$ cat src/bkm_pkg.sv
`default_nettype none
package bkm_pkg;

  localparam int PATTERN_MAX = 32;
  localparam int ERRORS_MAX  = 8;
  localparam int VEC_W       = PATTERN_MAX + 1;
  localparam int LEN_W       = 6;
  localparam int ERR_W       = 4;
  localparam int POS_W       = 5;
  localparam int CHAR_W      = 8;
  localparam int COUNT_W     = 32;
  localparam int CFG_DATA_W  = 6;

  localparam logic [1:0] OP_LOAD    = 2'd0;
  localparam logic [1:0] OP_TEXT    = 2'd1;
  localparam logic [1:0] OP_RESTART = 2'd2;

  localparam logic CFG_PATTERN_LENGTH = 1'b0;
  localparam logic CFG_MAX_ERRORS     = 1'b1;

  localparam logic [VEC_W-1:0] VEC_INIT = {{(VEC_W-1){1'b1}}, 1'b0};

  typedef struct packed {
    logic [LEN_W-1:0] len;
    logic [ERR_W-1:0] k;
  } cfg_t;

  typedef struct packed {
    logic [1:0]       op;
    logic [VEC_W-1:0] mask;
    logic             eot;
  } entry_t;

endpackage
`default_nettype wire

$ cat src/bitap_k_mismatch_matcher.sv
// bitap matcher, shift-or with up to max_errors substitutions (hamming distance)
// input stream s_*: one transaction per item; opcode selects load pattern byte,
// text byte or restart; s_tlast carries end_of_text
// output stream m_*: exactly one result transaction per input item, in order;
// match flag, saturating match count, m_tlast echoes end_of_text on text bytes
// config port: cfg_we writes cfg_data to register cfg_index
// (0 pattern_length, 1 max_errors); write only while the block is idle
// latency: two cycles, one in the queue and one in the output register; the
// result is valid from the second rising edge after the input is accepted
// throughput: one item per cycle, set by the single-cycle update of all
// error levels in parallel in the back end
// a two-entry queue sits between the classifying front end and the back end;
// when m_tready is low the output register holds, the queue fills and
// s_tready falls once both entries are taken
// reset: pattern_length 1, max_errors 0, vectors all ones except bit zero,
// count zero; pattern bytes are undefined until loaded
`default_nettype none
module bitap_k_mismatch_matcher (
  input  wire logic                           clk,
  input  wire logic                           rst,
  input  wire logic                           s_tvalid,
  output logic                                s_tready,
  // opcode[1:0], position[6:2], character[14:7], zero[15]
  input  wire logic [15:0]                    s_tdata,
  // end_of_text
  input  wire logic                           s_tlast,
  output logic                                m_tvalid,
  input  wire logic                           m_tready,
  // match[0], match_count[32:1], zero[39:33]
  output logic [39:0]                         m_tdata,
  // done_res
  output logic                                m_tlast,
  input  wire logic                           cfg_we,
  input  wire logic                           cfg_index,
  input  wire logic [bkm_pkg::CFG_DATA_W-1:0] cfg_data
);
  import bkm_pkg::*;

  logic [LEN_W-1:0] pattern_length;
  logic [ERR_W-1:0] max_errors;
  cfg_t             cfg;
  entry_t           push_entry;
  entry_t           pop_entry;
  logic             full;
  logic             empty;
  logic             push;
  logic             pop;
  logic             back_ready;
  logic             out_match;
  logic [31:0]      out_count;

  always_ff @(posedge clk) begin
    if (rst) begin
      pattern_length <= LEN_W'(1);
      max_errors     <= '0;
    end else if (cfg_we) begin
      case (cfg_index)
        CFG_PATTERN_LENGTH: pattern_length <= cfg_data[LEN_W-1:0];
        CFG_MAX_ERRORS:     max_errors     <= cfg_data[ERR_W-1:0];
        default:            pattern_length <= pattern_length;
      endcase
    end
  end

  assign cfg.len = (pattern_length > LEN_W'(PATTERN_MAX)) ? LEN_W'(PATTERN_MAX)
                                                            : pattern_length;
  assign cfg.k   = (max_errors > ERR_W'(ERRORS_MAX)) ? ERR_W'(ERRORS_MAX) : max_errors;

  assign s_tready = !full;
  assign push     = s_tvalid && !full;
  assign pop      = !empty && back_ready;

  bkm_front u_front (
    .clk         (clk),
    .accept      (push),
    .opcode      (s_tdata[1:0]),
    .position    (s_tdata[6:2]),
    .character   (s_tdata[14:7]),
    .end_of_text (s_tlast),
    .cfg         (cfg),
    .entry       (push_entry)
  );

  bkm_queue u_queue (
    .clk        (clk),
    .rst        (rst),
    .push       (push),
    .push_entry (push_entry),
    .full       (full),
    .pop        (pop),
    .pop_entry  (pop_entry),
    .empty      (empty)
  );

  bkm_back u_back (
    .clk       (clk),
    .rst       (rst),
    .cfg       (cfg),
    .pop       (pop),
    .entry     (pop_entry),
    .ready     (back_ready),
    .out_valid (m_tvalid),
    .out_ready (m_tready),
    .out_match (out_match),
    .out_count (out_count),
    .out_done  (m_tlast)
  );

  assign m_tdata = {7'd0, out_count, out_match};

endmodule
`default_nettype wire

$ cat src/bkm_front.sv
`default_nettype none
module bkm_front (
  input  wire logic                   clk,
  input  wire logic                   accept,
  input  wire logic [1:0]             opcode,
  input  wire logic [4:0]             position,
  input  wire logic [7:0]             character,
  input  wire logic                   end_of_text,
  input  wire bkm_pkg::cfg_t          cfg,
  output bkm_pkg::entry_t             entry
);
  import bkm_pkg::*;

  logic [CHAR_W-1:0] store [PATTERN_MAX];
  logic [VEC_W-1:0]  mask;

  always_ff @(posedge clk) begin
    if (accept && opcode == OP_LOAD && {1'b0, position} < LEN_W'(PATTERN_MAX)) begin
      store[position] <= character;
    end
  end

  always_comb begin
    for (int i = 0; i < PATTERN_MAX; i++) begin
      mask[i] = !((LEN_W'(i) < cfg.len) && (store[i] == character));
    end
    mask[PATTERN_MAX] = 1'b1;
  end

  assign entry.op   = opcode;
  assign entry.mask = mask;
  assign entry.eot  = end_of_text;

endmodule
`default_nettype wire

$ cat src/bkm_queue.sv
`default_nettype none
module bkm_queue (
  input  wire logic            clk,
  input  wire logic            rst,
  input  wire logic            push,
  input  wire bkm_pkg::entry_t push_entry,
  output logic                 full,
  input  wire logic            pop,
  output bkm_pkg::entry_t      pop_entry,
  output logic                 empty
);
  import bkm_pkg::*;

  entry_t     slots [2];
  logic       wr_ptr;
  logic       rd_ptr;
  logic [1:0] count;

  assign full      = (count == 2'd2);
  assign empty     = (count == 2'd0);
  assign pop_entry = slots[rd_ptr];

  always_ff @(posedge clk) begin
    if (rst) begin
      wr_ptr <= 1'b0;
      rd_ptr <= 1'b0;
      count  <= 2'd0;
    end else begin
      if (push) begin
        wr_ptr <= ~wr_ptr;
      end
      if (pop) begin
        rd_ptr <= ~rd_ptr;
      end
      case ({push, pop})
        2'b10:   count <= count + 2'd1;
        2'b01:   count <= count - 2'd1;
        default: count <= count;
      endcase
    end
  end

  always_ff @(posedge clk) begin
    if (push) begin
      slots[wr_ptr] <= push_entry;
    end
  end

endmodule
`default_nettype wire

$ cat src/bkm_back.sv
`default_nettype none
module bkm_back (
  input  wire logic            clk,
  input  wire logic            rst,
  input  wire bkm_pkg::cfg_t   cfg,
  input  wire logic            pop,
  input  wire bkm_pkg::entry_t entry,
  output logic                 ready,
  output logic                 out_valid,
  input  wire logic            out_ready,
  output logic                 out_match,
  output logic [31:0]          out_count,
  output logic                 out_done
);
  import bkm_pkg::*;

  logic [VEC_W-1:0]   vec      [ERRORS_MAX+1];
  logic [VEC_W-1:0]   vec_next [ERRORS_MAX+1];
  logic [COUNT_W-1:0] count;
  logic [COUNT_W-1:0] count_next;
  logic               match_next;

  assign ready = !out_valid || out_ready;

  always_comb begin
    vec_next[0] = (vec[0] | entry.mask) << 1;
    for (int j = 1; j <= ERRORS_MAX; j++) begin
      vec_next[j] = ((vec[j] | entry.mask) & vec[j-1]) << 1;
    end
    match_next = (entry.op == OP_TEXT) && !vec_next[cfg.k][cfg.len];
    case (entry.op)
      OP_RESTART: count_next = '0;
      OP_TEXT:    count_next = (match_next && count != '1) ? count + 1'b1 : count;
      default:    count_next = count;
    endcase
  end

  always_ff @(posedge clk) begin
    if (rst) begin
      for (int j = 0; j <= ERRORS_MAX; j++) begin
        vec[j] <= VEC_INIT;
      end
      count     <= '0;
      out_valid <= 1'b0;
    end else begin
      if (pop) begin
        count     <= count_next;
        out_valid <= 1'b1;
        if (entry.op == OP_TEXT) begin
          for (int j = 0; j <= ERRORS_MAX; j++) begin
            vec[j] <= vec_next[j];
          end
        end else if (entry.op == OP_RESTART) begin
          for (int j = 0; j <= ERRORS_MAX; j++) begin
            vec[j] <= VEC_INIT;
          end
        end
      end else if (out_ready) begin
        out_valid <= 1'b0;
      end
    end
  end

  always_ff @(posedge clk) begin
    if (pop) begin
      out_match <= match_next;
      out_count <= count_next;
      out_done  <= (entry.op == OP_TEXT) && entry.eot;
    end
  end

`ifndef SYNTH
  a_vec_bit0_low: assert property (@(posedge clk) disable iff (rst)
    !vec[0][0] && !vec[ERRORS_MAX][0])
    else $error("error vector bit zero set");
  a_match_counted: assert property (@(posedge clk) disable iff (rst)
    (out_valid && out_match) |-> (out_count != '0))
    else $error("match reported with zero count");
  a_restart_clears: assert property (@(posedge clk) disable iff (rst)
    (pop && entry.op == OP_RESTART) |=> (count == '0 && out_count == '0))
    else $error("restart did not clear count");
  a_pop_only_ready: assert property (@(posedge clk) disable iff (rst)
    pop |-> ready)
    else $error("pop while output stalled");
`endif

endmodule
`default_nettype wire
$ cat config.mk
export PLATFORM = sky130hd
export DESIGN_NAME = bitap_k_mismatch_matcher
export DESIGN_NICKNAME = d
export VERILOG_FILES = /design/src/bkm_pkg.sv /design/src/bitap_k_mismatch_matcher.sv /design/src/bkm_front.sv /design/src/bkm_queue.sv /design/src/bkm_back.sv
export SDC_FILE = /design/constraint.sdc
export NUM_CORES = 1
export LEC_CHECK = 0
export ABC_AREA = 1
export BUFFER_PORTS_ARGS = -buffer_cell sky130_fd_sc_hd__buf_2
export CELL_PAD_IN_SITES_DETAIL_PLACEMENT = 0
export CELL_PAD_IN_SITES_GLOBAL_PLACEMENT = 1
export CORE_MARGIN = 2
export CORE_UTILIZATION = 38
export DETAILED_ROUTE_END_ITERATION = 8
export PLACE_DENSITY_LB_ADDON = 0.1
export SYNTH_ARGS = -nofsm -noshare
export SYNTH_HDL_FRONTEND = slang
export SYNTH_HIERARCHICAL = 1
export SYNTH_SLANG_ARGS = --single-unit
$ cat constraint.sdc
create_clock -name clk -period 14 [get_ports clk]
set_clock_uncertainty 0.15 [all_clocks]
set_input_delay 1.4 -clock clk [delete_from_list [all_inputs] [get_ports clk]]
set_output_delay 1.4 -clock clk [all_outputs]
set_load 0.05 [all_outputs]
==> flow_metrics.py, run 1 <==
metrics = {
    "critical_path": {
        "critical_path.max_stage_delay_ps": 690,
        "crit_top_cell": "nand2_1",
        "critical-path-top-delay-family": "simple AND/OR/NAND/NOR gates",
        "slowest_stage": "nor2_4",
        "path_class": "reg -> reg",
        "cp.required_ps": 14190,
        "start_kind": "register",
        "crit_fanout": 29,
        "critPathBufInv": 3,
        "crit_path_cell_trace": "buf_4 -> nor2_1 -> buf_4 -> nor2_4 -> nand2_1 -> inv_2 -> nand2_1 -> o21ai_0 -> nand2_1 -> a21oi_1 -> nor2_1 -> a21oi_1 -> nand2_1 -> nand3_2 -> nand3_2 -> nand3_2 -> nand2_1 -> nand3_1 -> nand2_1",
        "cp.arrival_ps": 5190,
        "cp-end-kind": "register",
    },
    "floorplanning": {
        "die_h_um": 299,
        "die_w_um": 299,
        "core_mm2": 0.0866,
        "start_util_pct": 38.2,
        "die_area_mm2": 0.0896,
        "pin_count": 72,
        "num_rows": 108,
    },
    "power": {
        "power.density_mw_per_mm2": 148,
        "peakVddDrop_mv": 0.142,
        "leakage_nw": 14.0,
    },
    "placed_design": {
        "dp.cells": 4572,
        "place_area_mm2": 0.0341,
        "hpwl_um": 55100,
        "portBuffers": 63,
        "place.gp.congestion": 0.810,
    },
    "clock_network": {
        "cts_root_buf": "clkbuf_16",
        "cts_setup_buffers": 0,
        "clock_path_buffers": 3,
        "numCtsBuffers": 77,
        "cts.hold.buffers_added": 0,
        "cts_sinks": 659,
        "insertion_delay_ps": 610,
        "cts_tree": "done",
        "clk_pin_slew_worst_paths_ps": 60,
        "postCtsResizedCells": 0,
        "htreeDepth": 3,
    },
    "global_routing": {
        "grt.overflow.total": 0,
        "grt_max_degree": 97,
        "top_usage_layer": "met2",
        "grt_pass1_vias": 23000,
        "grt_antenna_before_repair": 2,
        "grt.total_usage_pct": 19.7,
        "met1_usage_pct": 26.9,
        "met2_usage_pct": 32.4,
        "grt_use_met3_pct": 2.97,
        "grt_pass1_wl_um": 135000,
    },
    "route": {
        "drc_errors": 0,
        "routed_wl_um": 88000,
        "wire_per_inst_um": 18.7,
        "ant_nets": 0,
        "drt-pass1-iter-count": 5,
        "num_vias": 23300,
        "drt-initial-drc-count": 1704,
        "avgViaCountPerCell": 4.94,
    },
    "yosys": {
        "synth_area_mm2": 0.0331,
        "synth.avg_cell_area_um2": 9.52,
        "syn_inst": 3479,
        "yosysWarnings": 6,
    },
    "timing": {
        "setup_viol": 0,
        "tns_ps": 0,
        "worst_pin_slew_ps": 1140,
        "min_period_ps": 5000,
        "finalMaxSlewViolations": 0,
        "rsz0062_at_grt": "false",
        "slew_headroom_pct": 24.0,
        "fmax_mhz": 200,
        "post-route-period-util_pct": 35.7,
        "final-hold-violation-count": 0,
    },
    "layout": {
        "drive_gt1_share_pct": 10.1,
        "finish.instance_area_mm2": 0.0365,
        "num-nets-final": 3529,
        "finalNonFillerCells": 4705,
        "layout-area-overhead-vs-synth_pct": 10.1,
        "post-route-util_pct": 42.1,
    },
    "min_path": {
        "min_path_type": "reg -> reg",
    },
    "run": {
        "max_cap_violations": 0,
    },
    "run_status": {
        "status": "complete, no violations",
    },
}
## layout make-up
type	instances	area, um2
antenna	1	2.50
tap	1155	1450
clock buffer	98	2100
timing repair buffer	93	541
sequential	659	19300
fill	8418	50100
inverter	398	1510
clock inverter	34	337
multi-input combinational	2267	11200
## final timing paths
kind / from / end / slack [ps] / cells past startpoint
setup / recovery: max_errors[3] / u_back/out_count[1] / 9000 / 19
hold reg to reg: max_errors[0] / max_errors[0] / 310 / 2
setup reg to reg: max_errors[3] / u_back/out_count[1] / 9000 / 19
hold / removal: max_errors[0] / max_errors[0] / 310 / 2
## per-stage QoR
step | setup WS (ps) | power [mW] | hold slack, ps
after floorplan | 3220 | 3.31 | 284
after global placement | 8830 | 3.50 | 306
after CTS | 8820 | 5.50 | 319
after global routing | 8530 | 5.68 | 337
final | 9000 | 5.42 | 314
after detailed placement | 8830 | 3.52 | 309
## sequential cells by signal, summed over array words and instances (netlist names), named ones only
register / flops
max_errors: 4
pattern_length: 6
u_back/count: 32
u_back/out_count: 32
u_back/out_done: 1
u_back/out_match: 1
u_back/out_valid: 1
u_back/vec: 251
u_front/store: 256
u_queue/count: 2
u_queue/rd_ptr: 1
u_queue/slots: 70
u_queue/wr_ptr: 1
## worst reg2reg max path: stages (launching register included)
cell and delay, ps:
dfxtp_1 300, buf_4 250, nor2_1 90, buf_4 250, nor2_4 700, nand2_1 440, inv_2 340, nand2_1 80
o21ai_0 80, nand2_1 70, a21oi_1 200, nor2_1 60, a21oi_1 140, nand2_1 90, nand3_2 140, nand3_2 630
nand3_2 440, nand2_1 80, nand3_1 100, nand2_1 110
## per-layer routing
metal  part of all wire (%)  up-vias
li1                       -    11400
met1                     46    11200
met2                     47      506
met3                    4.6      151
met4                    2.8        0
met5                      0        -
## cells in the final DEF, fill, tap and decap left out, types with 14 or more instances in the layout
master and count:
a21oi_1 73, buf_2 63, buf_4 30, clkbuf_1 14, clkbuf_16 79, clkinv_1 18
dfxtp_1 47, edfxtp_1 611, inv_1 377, mux2_4 30, nand2_1 924, nand3_1 218
nand4_1 62, nor2_1 372, nor3_1 15, o21a_1 57, o21ai_0 179, o21ai_1 27
or2_2 67, xnor2_1 145, xor2_1 23
## where the power goes
part / internal [mW] / switching [mW] / total, mW
sequential: 2.35 / 0.0755 / 2.42
clock: 1.16 / 0.790 / 1.95
combinational: 0.221 / 0.819 / 1.04
No activity file was read; power rests on OpenSTA's default activity.
==> run 2, diff against run 1 <==
- ABC_AREA: 1 -> 0
- clock period: 14 -> 4.1 ns (I/O delays scaled with it)
==> run 2 against run 1 <==
Against the previous run: non-clock buffer count rose by 264; core utilization rose by 3.5 points; highest routed layer unchanged; setup slack got worse by 8800 ps; critical path type unchanged; flip-flop and latch count did not move; cell area rose by 4.6%; largest power group unchanged; clock power rose to 3.7 times the previous value; sequential power rose to 3.2 times the previous value; combinational power rose to 2.7 times the previous value; routed wire length fell by 1.1%; clock-buffer cell count did not move.
==> flow_metrics.py, run 2 <==
metrics = {
    "route": {
        "routed_wl_um": 87100,
        "drt-pass1-iter-count": 7,
        "num_vias": 22200,
        "drt-initial-drc-count": 1717,
        "drc_errors": 0,
        "avgViaCountPerCell": 5.34,
        "ant_nets": 0,
        "wire_per_inst_um": 21.0,
    },
    "layout": {
        "most-common-layout-cells": "611 x edfxtp_1, 275 x nand2_1, 255 x buf_4, 234 x o21ai_0, 218 x xor2_1",
        "regMostFlops": "u_front/store",
        "fillers": 7738,
        "post-route-util_pct": 45.6,
        "mostFrequentLayoutCell": "edfxtp_1",
        "drive_gt1_share_pct": 19.3,
        "num-nets-final": 2980,
        "layout-area-overhead-vs-synth_pct": 18.9,
        "largest_reg_flops": 256,
        "top_regs": "u_front/store x256, u_back/vec x251, u_queue/slots x70",
    },
    "timing": {
        "min_period_ps": 3950,
        "slew_headroom_pct": 32.2,
        "post-route-period-util_pct": 96.2,
        "worst_pin_slew_ps": 1010,
        "final-hold-violation-count": 0,
        "holdWs_ps": 49.2,
        "fin_ws_ps": 154,
        "fmax_mhz": 253,
        "rsz0062_at_grt": "false",
        "setup_viol": 0,
        "finalMaxSlewViolations": 0,
    },
    "critical_path": {
        "reg2reg_slack_ps": 150,
        "start_kind": "register",
        "cp.required_ps": 4330,
        "critical_path.max_stage_delay_ps": 370,
        "crit_fanout": 28,
        "cp.arrival_ps": 4180,
        "crit_top_cell": "buf_4",
        "crit_path_cell_trace": "nor2b_4 -> buf_4 -> buf_12 -> buf_4 -> or2_2 -> o211ai_1 -> o221ai_1 -> o21ai_0 -> buf_4 -> a22oi_1 -> o211ai_2 -> a32oi_4 -> buf_6 -> buf_4 -> nor3_1 -> xnor2_1 -> nor2_1",
        "path_class": "reg -> reg",
        "cp-end-kind": "register",
        "slowest_stage": "a22oi_1",
        "critPathBufInv": 6,
        "critical-path-top-delay-family": "compound AO/OA/AOI/OAI gates",
    },
    "global_routing": {
        "grt_pass1_vias": 22000,
        "grt_antenna_before_repair": 0,
        "grt.overflow.total": 0,
        "grt.total_usage_pct": 20.0,
        "grt_max_degree": 111,
        "grt_pass1_wl_um": 134000,
    },
    "clock_network": {
        "cts_root_buf": "clkbuf_16",
        "cts_tree": "done",
        "insertion_delay_ps": 650,
        "numCtsBuffers": 78,
        "htreeDepth": 3,
        "clk_pin_slew_worst_paths_ps": 60,
        "clock_path_buffers": 3,
        "cts_sinks": 659,
    },
    "power": {
        "seqPwrFrac_pct": 43.4,
        "power.density_mw_per_mm2": 467,
        "sw_frac_of_total_pct": 27.8,
        "combPwrFrac_pct": 15.7,
        "p_sw_mw": 4.96,
        "leakage_nw": 11.6,
        "peakVddDrop_mv": 0.401,
        "power_frac_clock_pct": 40.9,
        "internal-power_mw": 12.9,
    },
    "placed_design": {
        "place.gp.congestion": 0.860,
        "pre_cts_ws_ps": -313,
        "hpwl_um": 59700,
        "portBuffers": 63,
    },
    "yosys": {
        "syn_inst": 2694,
        "synth.avg_cell_area_um2": 11.9,
        "yosysWarnings": 6,
        "synth_area_mm2": 0.0321,
    },
    "min_path": {
        "min_path_type": "in -> reg",
    },
    "run": {
        "max_cap_violations": 0,
    },
    "floorplanning": {
        "num_rows": 106,
        "core_mm2": 0.0837,
        "pin_count": 72,
        "die_h_um": 295,
        "start_util_pct": 38.4,
        "die_area_mm2": 0.0869,
        "die_w_um": 295,
    },
    "run_status": {
        "status": "complete, no violations",
    },
}
==> run 2: cell type report <==
| type | count | area (um2) | area share, % |
|---|---|---|---|
| Clock buffer | 98 | 2090 | 5.47 |
| Multi-Input combinational cell | 1818 | 11800 | 30.8 |
| Inverter | 33 | 124 | 0.324 |
| Tap cell | 1134 | 1420 | 3.72 |
| Sequential cell | 659 | 19300 | 50.6 |
| Antenna cell | 2 | 5.00 | 0.0131 |
| Timing Repair Buffer | 357 | 2830 | 7.42 |
| Clock inverter | 46 | 641 | 1.68 |
==> run 2: power groups by stage <==
stage          sequential [mW]  clock [mW]  combinational [mW]
2_1_floorplan             8.31           0                1.37
3_3_place_gp              7.88           0                2.74
3_5_place_dp              7.88           0                2.77
4_1_cts                   7.74        7.50                2.82
5_1_grt                   7.76        7.75                3.01
6_report                  7.74        7.31                2.80
==> run 2: metal layers <==
layer | global-route usage [%] | vias to the layer above | share of wire [%] | routed length (um)
met5 | 0 | - | 0 | 0
met4 | 5.50 | 0 | 2.2 | 1930
met3 | 2.28 | 116 | 3.8 | 3350
met2 | 32.5 | 470 | 47 | 40800
met1 | 28.4 | 11100 | 47 | 40900
li1 | - | 10500 | - | -
==> run 2: worst paths after layout <==
kind | cells after the start | end | startpoint
hold reg to reg | 2 | max_errors[2] | max_errors[2]
setup reg to reg | 17 | u_back/out_count[14] | max_errors[3]
setup / recovery | 17 | u_back/out_count[14] | max_errors[3]
hold / removal | 3 | max_errors[0] | cfg_we
==> run 2: through the flow <==
| stage | setup TNS (ps) | cells | power [mW] | cell area (um2) |
|---|---|---|---|---|
| 2_1_floorplan | 0 | 2700 | 9.68 | 32200 |
| 3_3_place_gp | -2030 | 3982 | 10.6 | 35200 |
| 3_5_place_dp | -5970 | 3982 | 10.7 | 35200 |
| 4_1_cts | 0 | 4142 | 18.1 | 38100 |
| 5_1_grt | 0 | 4145 | 18.5 | 38200 |
| 6_report | 0 | 4147 | 17.8 | 38200 |
==> run 2: worst reg2reg max path: stages, from the launching register on <==
cell      delay, ps
dfxtp_1         340
nor2b_4         240
buf_4           200
buf_12          180
buf_4           230
or2_2           120
o211ai_1         70
o221ai_1        160
o21ai_0         120
buf_4           160
a22oi_1         370
o211ai_2        220
a32oi_4         360
buf_6           190
buf_4           180
nor3_1          100
xnor2_1         250
nor2_1           60
==> run 2: repair_timing <==
item                                   4_1_cts  5_1_grt
gates resized for setup                      8       20
setup endpoints to repair                   53       48
pin swaps                                    1        2
hold buffers                                15        0
setup buffers                                0        3
endpoints found under the hold margin       20        0
gates cloned                                 1        0
